===== config.mk =====
export PLATFORM = sky130hd
export DESIGN_NAME = wes_queue
export DESIGN_NICKNAME = d
export VERILOG_FILES = /design/src/sv/wes_queue.sv
export VERILOG_INCLUDE_DIRS = /design/src /design/src/sv
export SDC_FILE = /design/constraint.sdc
export NUM_CORES = 1
export LEC_CHECK = 0
export ABC_AREA = 1
export BUFFER_PORTS_ARGS = -buffer_cell sky130_fd_sc_hd__buf_2
export CAP_MARGIN = 20
export CORE_ASPECT_RATIO = 0.7
export CORE_MARGIN = 3
export CORE_UTILIZATION = 45
export CTS_CLUSTER_SIZE = 25
export DETAILED_ROUTE_END_ITERATION = 12
export PLACE_DENSITY = 0.67
export SETUP_SLACK_MARGIN = 0.2
export SLEW_MARGIN = 10
export SYNTH_ARGS = -nofsm -noshare
export SYNTH_HDL_FRONTEND = slang
export SYNTH_SLANG_ARGS = --single-unit

===== constraint.sdc =====
create_clock -name clk -period 1.31 [get_ports clk]
set_clock_uncertainty 0.2 [all_clocks]
set_input_delay 0.0655 -clock clk [delete_from_list [all_inputs] [get_ports clk]]
set_output_delay 0.0655 -clock clk [all_outputs]
set_load 0.02 [all_outputs]

===== src/sv/wave_equation_stencil_step_assert.svh =====
// Assertion macros used by the wave stencil RTL.
`ifndef WAVE_EQUATION_STENCIL_STEP_ASSERT_SVH
`define WAVE_EQUATION_STENCIL_STEP_ASSERT_SVH

// Check that a condition holds at every active clock edge.
`define WES_ASSERT_ALWAYS(lbl, clk, rstn, cond) \
    lbl: assert property (@(posedge clk) disable iff (!rstn) (cond)) \
        else $error("wave stencil check failed");

// Check that a trigger implies a consequence in the same cycle.
`define WES_ASSERT_IMPLIES(lbl, clk, rstn, ante, cons) \
    lbl: assert property (@(posedge clk) disable iff (!rstn) (ante) |-> (cons)) \
        else $error("wave stencil check failed");

`endif


===== src/sv/wes_queue.sv =====
// ---------------------------------------------------------------------------
// wes_queue
// Short first-in first-out queue of result jobs between front and back end.
// ---------------------------------------------------------------------------
`timescale 1ns / 1ps
`default_nettype none

`include "wave_equation_stencil_step_assert.svh"

module wes_queue #(
    parameter int DATA_W = 8
) (
    input  wire logic              clk,
    input  wire logic              rst_n,
    input  wire logic              push,
    input  wire logic [DATA_W-1:0] push_data,
    output logic                   full,
    input  wire logic              pop,
    output logic [DATA_W-1:0]      pop_data,
    output logic                   empty
);

    localparam int DEPTH = 4;

    logic [DATA_W-1:0] slot_reg [DEPTH];
    logic [1:0]        wr_ptr_reg;
    logic [1:0]        rd_ptr_reg;
    logic [2:0]        count_reg;

    assign full     = (count_reg == 3'(DEPTH));
    assign empty    = (count_reg == 3'd0);
    assign pop_data = slot_reg[rd_ptr_reg];

    // Store pushed job
    always_ff @(posedge clk)
    begin
        if (push)
        begin
            slot_reg[wr_ptr_reg] <= push_data;
        end
    end

    // Advance pointers and fill count
    always_ff @(posedge clk or negedge rst_n)
    begin
        if (!rst_n)
        begin
            wr_ptr_reg <= 2'd0;
            rd_ptr_reg <= 2'd0;
            count_reg  <= 3'd0;
        end
        else
        begin
            if (push)
            begin
                wr_ptr_reg <= wr_ptr_reg + 2'd1;
            end
            if (pop)
            begin
                rd_ptr_reg <= rd_ptr_reg + 2'd1;
            end
            if (push && !pop)
            begin
                count_reg <= count_reg + 3'd1;
            end
            else if (pop && !push)
            begin
                count_reg <= count_reg - 3'd1;
            end
        end
    end

    `WES_ASSERT_ALWAYS(a_no_overflow, clk, rst_n, !(push && full))
    `WES_ASSERT_ALWAYS(a_no_underflow, clk, rst_n, !(pop && empty))
    `WES_ASSERT_IMPLIES(a_count_ptrs, clk, rst_n, count_reg == 3'd0, wr_ptr_reg == rd_ptr_reg)

endmodule

`default_nettype wire


==> flow_summary.ini <==
[critical_path]
reg2reg_to = count_reg[2]
r2r_start = count_reg[0]
rrSetupSlack_ps = -130
cp-start-kind = flop
setup.worst_path.start = rd_ptr_reg[0]
cp.arrival_ps = 1310
cp_data_required_time_ps = 1040
cp_max_fo = 34
endpoint = pop_data[2]
path_class = flop to primary output
worstSetupEndpointType = primary output
r2r_cells = 7

[clock_network]
path_clk_slew_ps = 70
cts_buffers = 5
cts_buffer_depth = 2
worstSkewPairLatency_ps = 280
cts_sinks = 39
root_buffer = clkbuf_8
ctsHtreeMaxLevel = 2
cts_tree = built

[logic_synthesis]
yosys.area_share.simple_pct = 9.38
synth_top_family_by_area = buffers and inverters
synth_sequential_area_ratio_pct = 66.6
synth-adder-area-share_pct = 4.84
synth_edf_count = 32
syn_avg_cell_area_um2 = 12.1
synth.top_cells.by_count = 37 x nand2_1, 32 x edfxtp_1, 27 x inv_1
synth_compound_area_share_pct = 7.62
synth.lib_cells_used.distinct = 18
synth-seq-cells = 39
postSynth.asyncResetShare_pct = 17.9
synth_top_area_share_pct = 56.3
yosysWarnings = 0
synthesis.area_um2 = 1710
synth_fp_nets = 159
yosysTopAreaCell = edfxtp_1
yosys.cell_count.top_type = nand2_1
synth_cells = 141
synth_xor_area_share_pct = 2.05
synth_mux_area_share_pct = 0
synth_area_leaders = edfxtp_1 56%, dfrtp_1 10%, nand2_1 8.1%
synth_ff_type = edfxtp_1

[sta]
fin_crit_ps = 1570
layout_setup_ws_ps = -264
fin_crit_sh_pct = 120
rsz0062_at_grt = true
slew_viol_final = 0
worst_pin_slew_ps = 214
finalSetupViolations = 36
fmax_mhz = 635
finalHoldViolations = 0
maxSlewHeadroom_pct = 85.7

[outcome]
run_status = complete, but fails checks
violations = setup timing

[die]
row_count = 18
initial_core_util_pct = 47.7
die_h_um = 57.5
io_pins = 22
core_um2 = 3580
fp.dieArea_um2 = 4580
die_w_um = 79.6

[final_layout]
final_nets = 207
syn_to_final_growth_pct = 36.8
design_area_um2 = 2330
layout-drive-gt1-share_pct = 37.9
diodes = 0
stdcell_count = 240
largest_register_ffs = 32

[power_and_ir_drop]
p_per_area_nw_per_um2 = 2160
leakagePower_nw = 1.00
irDropWorstVdd_uv = 1010
total_power_mw = 5.04

[routing]
route.detailed.drc = 0
avgViaCountPerCell = 4.71
dr_total_vias = 1130
drt_wl_total_mm = 3.36
postRouteAntennaNets = 0
drtIter0Drc = 41
first_pass_iters = 4
avgRoutedWirePerCell_um = 14.0

[global_routing]
gr-total-overflow = 0
grt_max_degree = 35
grt_use_met1_pct = 18.5
grt_pass1_wl_mm = 5.13
antenna_found_initial = 0
grtUsageMet3_pct = 4.89
track_usage_pct = 15.6
met2_usage_pct = 25.2
grt_busiest_layer = met2
first_global_vias = 1113

[placement]
dp_cells = 215
place_area_um2 = 1920
gp_congestion = 0.826
io_buffer_count = 21
dp_slack_ps = -134
hpwl_mm = 2.12

[worst_hold_path]
hold_depth = 3
hold_class = primary input to flop
worstHoldStart = push

[run]
maxCapViolCount = 0
[what timing repair did]
action	CTS	global route
pin swaps	4	6
hold buffers	12	0
endpoints found under the hold margin	44	0
endpoints found under the setup margin	45	47
buffers inserted	4	1
resized for setup	31	18
[report_power, final]
group / switching [mW] / internal [mW]
Clock: 0.364 / 0.362
Combinational: 1.40 / 1.07
Sequential: 0.184 / 1.66
Total: 1.95 / 3.10
[cells by family (layout without fill, tap and decap cells)]
logic type,Yosys count,in the layout
AND/OR/NAND/NOR,41,41
flip-flops,39,39
buffers and inverters,34,83
AO/OA/AOI/OAI,17,17
adder cells (fa/ha/maj),6,6
XOR/XNOR,4,4
[metal layers]
layer | vias up | wire length, um
li1 | 563 | -
met1 | 537 | 1400
met2 | 23 | 1790
met3 | 7 | 124
met4 | 0 | 54
met5 | - | 0
[worst max-delay path, stage by stage, from the launching register on]
cell	delay (ps)
dfrtp_1	400
buf_12	170
nand2_1	90
o211ai_1	110
nand2_2	90
buf_2	160
[worst min path at each step]
stage                               end
after floorplan            count_reg[0]
after global placement    wr_ptr_reg[1]
after detailed placement  wr_ptr_reg[1]
after CTS                  count_reg[0]
after global routing      wr_ptr_reg[1]
final                      count_reg[0]
[area by class of cell]
type / count / area, um^2
fill: 262 / 1250
sequential: 39 / 1140
multi-input combinational: 68 / 532
timing repair buffer: 47 / 392
inverter: 28 / 133
clock buffer: 6 / 72.6
tap: 50 / 62.6
clock inverter: 2 / 7.51
[cell usage in the layout, fill, tap and decap left out]
| master | Yosys | routed |
|---|---|---|
| buf_12 | 0 | 1 |
| buf_2 | 1 | 19 |
| buf_4 | 0 | 4 |
| buf_6 | 4 | 11 |
| clkbuf_1 | 0 | 1 |
| clkbuf_8 | 0 | 5 |
| clkinv_1 | 0 | 2 |
| clkinv_4 | 0 | 2 |
| dfrtp_1 | 7 | 7 |
| dlygate4sd3_1 | 0 | 11 |
| dlymetal6s4s_1 | 0 | 1 |
| edfxtp_1 | 32 | 32 |
| fa_2 | 0 | 1 |
| ha_1 | 5 | 1 |
| ha_2 | 0 | 1 |
| ha_4 | 0 | 3 |
| inv_1 | 27 | 20 |
| inv_2 | 0 | 3 |
| inv_4 | 1 | 1 |
| inv_8 | 0 | 2 |
| nand2_1 | 37 | 23 |
| nand2_2 | 0 | 11 |
| nand2_4 | 0 | 3 |
| nand3_2 | 0 | 1 |
| nand4_1 | 1 | 1 |
| nor3_4 | 0 | 2 |
| o211ai_1 | 15 | 15 |
| o211ai_2 | 1 | 1 |
| o21ai_2 | 0 | 1 |
| xnor2_1 | 1 | 1 |
| xor2_1 | 3 | 3 |
[metrics by stage]
stage                     utilization [%]  setup TNS [ps]  hold WS, ps
after global placement               53.7            -686         -292
after global routing                 65.2           -4510         58.1
after detailed placement             53.7           -1530         -290
after CTS                            63.3           -2400        -24.9
after floorplan                         -               0         -430
final                                65.2           -2890         11.7
(Power assumes the default switching activity.)
